$ cat config.mk
export PLATFORM = sky130hd
export DESIGN_NAME = spi_div_step
export DESIGN_NICKNAME = d
export VERILOG_FILES = /design/src/hw/rtl/spi_pkg.sv /design/src/hw/rtl/spi_div_step.sv
export SDC_FILE = /design/constraint.sdc
export NUM_CORES = 1
export LEC_CHECK = 0
export BUFFER_PORTS_ARGS = -buffer_cell sky130_fd_sc_hd__buf_4
export CORE_ASPECT_RATIO = 1.1
export CORE_MARGIN = 5
export CORE_UTILIZATION = 43
export DETAILED_ROUTE_END_ITERATION = 10
export MAX_ROUTING_LAYER = met4
export PLACE_DENSITY = 0.81
export SETUP_SLACK_MARGIN = 0.1
export SYNTH_ARGS = -nofsm -noshare
export SYNTH_HDL_FRONTEND = slang
export SYNTH_SLANG_ARGS = --single-unit
$ cat constraint.sdc
create_clock -name vclk -period 3.9
set_clock_uncertainty 0.05 [all_clocks]
set_input_delay 0.78 -clock vclk [all_inputs]
set_output_delay 0.78 -clock vclk [all_outputs]
set_load 0.05 [all_outputs]
$ cat src/hw/rtl/spi_pkg.sv
`timescale 1ns / 1ps
// ----------------------------------------------------------------------------
// spi_pkg: shared types and constants for segment_plane_intersection
// Register indexes, datapath widths and the structs that travel along the
// pipeline.
// ----------------------------------------------------------------------------
package spi_pkg;

	localparam int CoordW = 32;
	localparam int DiffW  = 33;   // end - start, start - plane point
	localparam int DotW   = 53;   // three 18 x 33 products summed
	localparam int QuotW  = 16;   // t in Q0.16
	localparam int ProdW  = 50;   // |u| (33) times t (17)

	localparam logic [2:0] RegPlaneX = 3'd0;
	localparam logic [2:0] RegPlaneY = 3'd1;
	localparam logic [2:0] RegPlaneZ = 3'd2;
	localparam logic [2:0] RegNormX  = 3'd3;
	localparam logic [2:0] RegNormY  = 3'd4;
	localparam logic [2:0] RegNormZ  = 3'd5;
	localparam logic [2:0] RegEps    = 3'd6;

	// One restoring division step's working set
	typedef struct packed {
		logic [DotW-1:0]  den;
		logic [DotW-1:0]  rem;
		logic [QuotW-1:0] q;
	} div_t;

	// Segment data carried alongside the divider
	typedef struct packed {
		logic [2:0][CoordW-1:0] s;
		logic [2:0][DiffW-1:0]  u;
		logic                   hit;
		logic                   one;
	} carry_t;

endpackage

$ cat src/hw/rtl/spi_div_step.sv
`timescale 1ns / 1ps
// ----------------------------------------------------------------------------
// spi_div_step: one bit of restoring division
// Shifts the remainder, trial-subtracts the divisor and adds one quotient bit.
// ----------------------------------------------------------------------------
module spi_div_step (
	input  spi_pkg::div_t a,
	output spi_pkg::div_t b
);
	import spi_pkg::*;

	logic [DotW:0] sh;

	// shift and trial subtract
	always_comb begin
		sh    = {a.rem, 1'b0};
		b.den = a.den;
		if (sh >= {1'b0, a.den}) begin
			b.rem = DotW'(sh - {1'b0, a.den});
			b.q   = {a.q[QuotW-2:0], 1'b1};
		end else begin
			b.rem = sh[DotW-1:0];
			b.q   = {a.q[QuotW-2:0], 1'b0};
		end
	end

endmodule

# Word level (Yosys, flattened, before mapping)

Index checks and enable logic that the tools add are counted.
W data, S select, Z words.

Register bits: 0
Input bits: 122
Output and inout port bits: 122
Logic and storage cells: 3

Add/subtract/negate cells: 1
Magnitude comparators: 1
Multiplexer cells: 1

Operators by type and width:

| cell             | number |
|---|---|
| $mux W69         | 1 |
| $ge A54 B53 Y1   | 1 |
| $sub A53 B53 Y53 | 1 |

# Logic depth before layout (Yosys ltp)

Gate-level depths: netlist of run 1.

Word-level depth: 2
Depth in mapped cells: 14
Mapped depth without buffers: 11

# Worst setup path after synthesis of run 1

OpenSTA, ideal clock, no wires.

Path type: in2out
Start: input a[91] (netlist name)
End: output b[24] (netlist name)
Arrival: 3.806 ns
Required time: 3.070 ns
Path slack: -0.736 ns
Stages on the path: 13
Buffers on the path: 3
Cell sequence: inv_1 -> ha_1 -> clkbuf_1 -> nand4_1 -> or3_1 -> nor4_2 -> nor3_1 -> o31a_1 -> o211ai_2 -> buf_4 -> buf_4 -> nor2_1 -> a21oi_1

RTL lines:

| what            | RTL line          | source |
|---|---|---|
| start, declared | spi_div_step.sv:7 | `input spi_pkg::div_t a,` |
| end, declared   | spi_div_step.sv:8 | `output spi_pkg::div_t b` |

==> results of run 1 <==
area by class of cell:
type                            instances  share of cell area
Multi-Input combinational cell        533               0.540
Timing Repair Buffer                  438               0.416
Inverter                               65              0.0276
Tap cell                              123              0.0164
timing repair:
action,in CTS,in global routing
resized for setup,179,110
cloned,3,1
endpoints found under the setup margin,54,54
hold buffers,0,0
pin swaps,22,19
hold endpoints to repair,0,0
buffers inserted,35,6
stage by stage:
step | hold slack, ns | setup TNS (ns)
after floorplan | 1.67 | -2.54
after global placement | 1.51 | -20.92
after detailed placement | 1.51 | -23.95
after CTS | 1.51 | -16.76
after global routing | 1.51 | -34.76
final | 1.51 | -29.05
per-layer routing:
layer | vias to the layer above | share of wire
met1 | 3361 | 0.31
met2 | 629 | 0.50
met5 | - | 0
met3 | 284 | 0.084
li1 | 3069 | -
met4 | 0 | 0.11
Yosys cell counts, types with 8 or more instances:
master / count / area [um2]
a31oi_1: 8 / 50.1
o21ai_0: 32 / 160
nor2_1: 61 / 229
nand3_1: 14 / 70.1
mux2_2: 14 / 158
inv_1: 65 / 244
and3_1: 13 / 81.3
xnor2_1: 28 / 245
o21bai_1: 16 / 120
buf_2: 8 / 40.0
buf_4: 76 / 571
a21o_1: 20 / 150
and2_1: 9 / 56.3
nand2_1: 48 / 180
nand4_1: 16 / 100
ha_1: 53 / 663
xor2_1: 22 / 193
a21oi_1: 100 / 500
worst max path at each step:
stage,end,slack [ns],depth (start not counted)
floorplan,b[40],-0.07,14
global placement,b[53],-0.45,15
detailed placement,b[57],-0.53,13
CTS,b[52],-0.38,14
global route,b[52],-0.72,15
finish,b[52],-0.63,15
where the power goes:
group	internal [mW]	switching, mW	total, mW
Sequential	0	0	0
Clock	0	0	0
Combinational	1.10	1.44	2.55
Total	1.10	1.44	2.55
logic make-up after synthesis:
family	Yosys count
buffers and inverters	157
AND/OR/NAND/NOR	192
XOR/XNOR	50
adder cells (fa/ha/maj)	54
AO/OA/AOI/OAI	223
multiplexers	14
==> impl_results.md, run 1 <==
* Routability congestion estimate at 0.986
* Final standard cell utilization of the core at 0.915
* Distinct cell type count after synthesis at 53
* Synth Area per Inst at 6.46 um2
* Peak ir drop on the vdd network at 0.217 mV
* Most used routing layer: met2
* Routing usage on met3 at 0.0477
* YS warnings at 0
* Routed wire length at 27,100 um
* Result of the run: finished, violations left
* Post-DRT Antenna Nets at 0
* Setup repair after global routing missed its margin: true
* CP top delay family: compound AO/OA/AOI/OAI gates
* Number of placed instances, taps included at 1,116
* CP cell instances: buf_4 > inv_1 > ha_4 > nand4_1 > buf_4 > nor2b_4 > a31oi_4 > a21oi_2 > nor3_2 > o31a_1 > o211ai_4 > buf_6 > or4b_1 > o211a_2 > buf_6
* Main combinational cell family by area after synthesis: compound AO/OA/AOI/OAI gates
* Count of TritonRoute iterations in the first routing pass at 6
* Worst Setup End Kind: output port
* Count of pins over their slew limit at 0
* Cell Area, Placed at 7680 um2
* Synthesized-area fraction occupied by xor and xnor cells at 0.0982
* Crit path kind: in -> out
* Multiplexer share of the synthesized area at 0.0354
* Worst Slack Setup Final at -0.628 ns
* Adder and majority cell fraction of the synthesized area at 0.153
* Failing checks: setup timing
* Master of the slowest instance on the critical path: or4b_1
* Met2 usage at 0.678
* Number of port buffers at 213
* Final nets at 1,214
* Area of the multi-input gates at 5060 um2
* Instance count along the most critical hold path at 0
* Launch instance of the worst min-delay path: a[10]
* Worst Tran Pin Value at 0.469 ns
* Area of the die at 12,500 um2
* Fraction of the mapped netlist area in compound gates at 0.306
* Ant. Diodes at 0
* Maximum number of pins on one net before global-route repair at 16
* Vias in the first global route at 7,481
* Hold Fails Final Rpt at 0
* M1 GR Usage at 0.311
* Most common cell after layout, fill and taps aside: buf_4
* Ports at 244
* Sum of overflow across all layers after global routing at 0
* Top achievable clock speed at 0.221 GHz
* Crit path arrival time at 3.70 ns
* Fill count at 401
* PnR Total Power at 2.55 mW
* Number of flip-flops and latches at 0
* Number of clock buffers in the layout at 0
* Initial antenna violation count at 0
* Placeable core region at 10,200 um2
* Power Dens Cells at 272 nW/um2
* CP Max Fanout at 4
* Final design instance area without fill at 9370 um2
* Leakage power of the design at 4.37 nW
* Most frequent cells in the layout: 335 x buf_4, 66 x buf_6, 52 x inv_1, 45 x a21oi_1, 43 x nand2_1
* Via count at 7,343
* Area taken by flip-flops and latches at 0 um2
* Effective utilization at floorplan at 0.435
* Avg Vias per Cell at 6.34
* Post-Place Setup Slack at -0.529 ns
* Site row count at 39
* Cell count after synthesis at 690
* Global-route wire length before repair at 34,500 um
* Final Cycle Share at 1.16
* DRC errors left at 0
* CP Launch Type: input port
* Height of the die at 117 um
* Syn nets at 866
* Min Tclk post-route at 4.53 ns
* Final setup fails at 54
* Area growth from synthesis to final layout at 110%
* Detailed Place HPWL at 15,200 um
* Critical path's largest stage delay at 0.44 ns
* Fraction of layout cells with a size suffix above 1 at 0.619
* Max-cap violation count at 0
* Drt initial violations at 535
* Overall track demand over capacity in global routing at 0.346
* Fraction of the mapped netlist area in simple logic gates at 0.207
* Crit. Startpoint: a[89]
* Die X at 107 um
* Register area share after synthesis at 0
* Area of the mapped netlist at 4460 um2
* WP buf/inv at 5
* Kind of path behind the tightest hold check: in -> out
* End point of the most critical hold path: b[11]
* Average wire per standard cell at 23.4 um
* Post-route insts no fill at 1,159
* CP Data Required Time at 3.07 ns
* Rel. slew slack at 0.682
Note: power is estimated with default switching activity, not from simulation.
==> run 2, diff against run 1 <==
--- a/config.mk
+++ b/config.mk
@@ -5,13 +5,14 @@
 export SDC_FILE = /design/constraint.sdc
 export NUM_CORES = 1
 export LEC_CHECK = 0
+export ABC_AREA = 1
 export BUFFER_PORTS_ARGS = -buffer_cell sky130_fd_sc_hd__buf_4
 export CORE_ASPECT_RATIO = 1.1
 export CORE_MARGIN = 5
-export CORE_UTILIZATION = 43
+export CORE_UTILIZATION = 45
 export DETAILED_ROUTE_END_ITERATION = 10
 export MAX_ROUTING_LAYER = met4
-export PLACE_DENSITY = 0.81
+export PLACE_DENSITY = 0.77
 export SETUP_SLACK_MARGIN = 0.1
 export SYNTH_ARGS = -nofsm -noshare
 export SYNTH_HDL_FRONTEND = slang
==> constraint.sdc (replaced) <==
create_clock -name vclk -period 3.9
set_clock_uncertainty 0.05 [all_clocks]
set_input_delay 0.195 -clock vclk [all_inputs]
set_output_delay 0.195 -clock vclk [all_outputs]
set_load 0.05 [all_outputs]
==> run 2 against run 1 <==
  * The run now ends clean
  * Critical path depth shrank 3
  * Routed wire length shrank 18%
  * Via count grew 5.6%
  * Combinational power shrank 34%
  * Highest routed layer unchanged
==> impl_results.md, run 2 <==
* Result of the run: finished clean
* Yosys top cell area share at 0.302 (+0.154)
* CP Launch Type: input port
* Synth Area per Inst at 4.79 um2 (-26%)
* YS warnings at 0 (unchanged)
* Cell internal pwr at 0.533 mW (-52%)
* CP Max Fanout at 21 (+17)
* Initial antenna violation count at 0 (unchanged)
* Post-CTS repair timing setup buffer count at 0 (-100%)
* NetSw at 1.16 mW (-20%)
* Fraction of layout cells with a size suffix above 1 at 0.178 (-0.441)
* Combinational share of power at 1.000 (about the same)
* Instance count along the most critical hold path at 0 (unchanged)
* Most area-hungry cell type in the Yosys netlist: nand2_1
* Overall track demand over capacity in global routing at 0.270 (-0.0761)
* Area taken by flip-flops and latches at 0 um2 (unchanged)
* Worst Slack Setup Final at 0.859 ns (+1.49 ns)
* Maximum number of pins on one net before global-route repair at 45 (+29)
* Ant. Diodes at 0 (unchanged)
* Syn nets at 1,498 (+73%)
* Number of clock buffers in the layout at 0 (unchanged)
* Crit path arrival time at 2.80 ns (-0.90 ns)
* Avg Vias per Cell at 4.71 (-26%)
* Register area share after synthesis at 0 (unchanged)
* Top area cells in the synthesized netlist: nand2_1 30%, inv_1 20%, ha_1 10%, buf_4 8.3%, nor2_1 5.8%
* Area of the mapped netlist at 6330 um2 (+42%)
* Library cell with the highest instance count after synthesis: nand2_1
* Summed negative setup slack over all endpoints at 0 ns (+29.05 ns)
* Rel. slew slack at 0.594 (-0.0886)
* Routability congestion estimate at 0.986 (about the same)
* Placeable core region at 13,800 um2 (+35%)
* Final nets at 1,636 (+35%)
* Global-route wire length before repair at 35,200 um (+1.8%)
* Hold Fails Final Rpt at 0 (unchanged)
* Routed wire length at 22,200 um (-18%)
* Fill count at 1,588 (+300%)
* Ports at 244 (unchanged)
* Cell count after synthesis at 1,322 (+92%)
* End point of the most critical hold path: b[13]
* Vias in the first global route at 7,311 (-2.3%)
* Kind of path behind the tightest hold check: in -> out
* Effective utilization at floorplan at 0.459 (+0.0241)
* Worst Tran Pin Value at 0.604 ns (+0.135 ns)
* Min Tclk post-route at 3.04 ns (-1.49 ns)
* Clk pwr share at 0 (unchanged)
* Area of the multi-input gates at 4430 um2 (-12%)
* Most common cell after layout, fill and taps aside: nand2_1
* Gates resized, CTS repair at 0 (-100%)
* Post-Place Setup Slack at 0.878 ns (+1.41 ns)
* Leakage power of the design at 5.11 nW (+17%)
* Setup repair after global routing missed its margin: false
* Count of pins over their slew limit at 0 (unchanged)
* Peak ir drop on the vdd network at 0.137 mV (-37%)
* Power Dens Cells at 223 nW/um2 (-18%)
* Number of port buffers at 213 (unchanged)
* Crit path kind: in -> out
* Sum of overflow across all layers after global routing at 0 (unchanged)
* CP Data Required Time at 3.65 ns (+0.58 ns)
* Worst Setup End Kind: output port
* Height of the die at 134 um (+15%)
* Post-DRT Antenna Nets at 0 (unchanged)
* Final Cycle Share at 0.780 (-0.381)
* Final Hold Slack at 0.340 ns (-1.17 ns)
* Top achievable clock speed at 0.329 GHz (+49%)
* Max-cap violation count at 0 (unchanged)
* Area growth from synthesis to final layout at 20.0%
* Most frequent cells after synthesis: 510 x nand2_1, 335 x inv_1, 98 x nor2_1
* Final setup fails at 0 (-100%)
* Count of TritonRoute iterations in the first routing pass at 5 (-1)
* Site row count at 45 (+15%)
* Launch instance of the worst min-delay path: a[12]
* Die X at 123 um (+15%)
* Most frequent cells in the layout: 510 x nand2_1, 335 x inv_1, 217 x buf_4, 98 x nor2_1, 63 x nand3_1
* Via count at 7,755 (+5.6%)
* Distinct cell type count after synthesis at 31 (-42%)
* Detailed Place HPWL at 19,800 um (+31%)
* Hold bufs inserted after CTS at 0 (unchanged)
* Number of flip-flops and latches at 0 (unchanged)
* Area of the die at 16,500 um2 (+32%)
* Average wire per standard cell at 13.5 um (-42%)
* DRC errors left at 0 (unchanged)
* Proportion of total power due to net switching at 0.685 (+0.119)
* Drt initial violations at 417 (-22%)
* Sequential share of power at 0 (unchanged)
## run 2: cell count changes in the layout (fill, tap and decap cells not counted), moves of 22 or more
cell | previous run | this run
inv_1 | 52 | 335
ha_1 | 24 | 53
nand3_1 | 12 | 63
a21oi_4 | 42 | 1
buf_4 | 335 | 217
xnor2_1 | 24 | 1
nor2_1 | 24 | 98
o21ai_0 | 27 | 5
buf_8 | 25 | 0
nor2_4 | 33 | 0
ha_4 | 25 | 0
nand2_1 | 43 | 510
buf_6 | 66 | 0
## run 2: area by class of cell
type / count / area share
Inverter: 344 / 0.170
Multi-Input combinational cell: 896 / 0.582
Timing Repair Buffer: 218 / 0.217
Tap cell: 188 / 0.0309
## run 2: kinds of logic after synthesis
logic type,after synthesis,synth area share
compound gates,65,0.0606
simple gates,750,0.493
fa+ha+maj,54,0.108
buf+inv,426,0.301
xor+xnor,27,0.0373
## run 2: worst max-delay path by stage
stage | from | slack, ns | depth (start not counted) | endpoint
after floorplan | a[93] | 1.30 | 14 | b[21]
after global placement | a[29] | 0.90 | 12 | b[55]
after detailed placement | a[29] | 0.88 | 12 | b[51]
after CTS | a[83] | 0.87 | 13 | b[51]
after global routing | a[77] | 0.62 | 13 | b[51]
final | a[24] | 0.86 | 12 | b[51]
## run 2: per-stage QoR
stage	total power, mW	cell area, um2	instances	utilization
after CTS	1.70	7600	1646	0.551
final	1.69	7600	1646	0.551
after global routing	1.84	7600	1646	0.551
after detailed placement	1.70	7600	1646	0.551
after floorplan	1.26	6330	1322	-
after global placement	1.69	7600	1646	0.551
## run 2: critical path, cell delays in order
cell     delay (ns)
buf_4          0.11
ha_1           0.33
nand2_1        0.16
nor2_2         0.18
nand2_1        0.11
nor4_1         0.48
nand3_2        0.20
nand3_4        0.30
buf_4          0.32
nand3_1        0.12
nand2_1        0.08
buf_4          0.19
## run 2: metal layers
metal / share of wire / wire length (um) / vias to the layer above / global-route usage
met3: 0.057 / 1260 / 44 / 0.0131
li1: - / - / 4127 / -
met4: 0.040 / 877 / 0 / 0.0880
met1: 0.41 / 9030 / 3336 / 0.318
met5: 0 / 0 / - / -
met2: 0.50 / 11000 / 248 / 0.485
## run 2: power groups by stage
stage          Combinational [mW]  Clock (mW)  Sequential [mW]
3_3_place_gp                 1.69           0                0
4_1_cts                      1.70           0                0
2_1_floorplan                1.26           0                0
5_1_grt                      1.84           0                0
6_report                     1.69           0                0
3_5_place_dp                 1.70           0                0
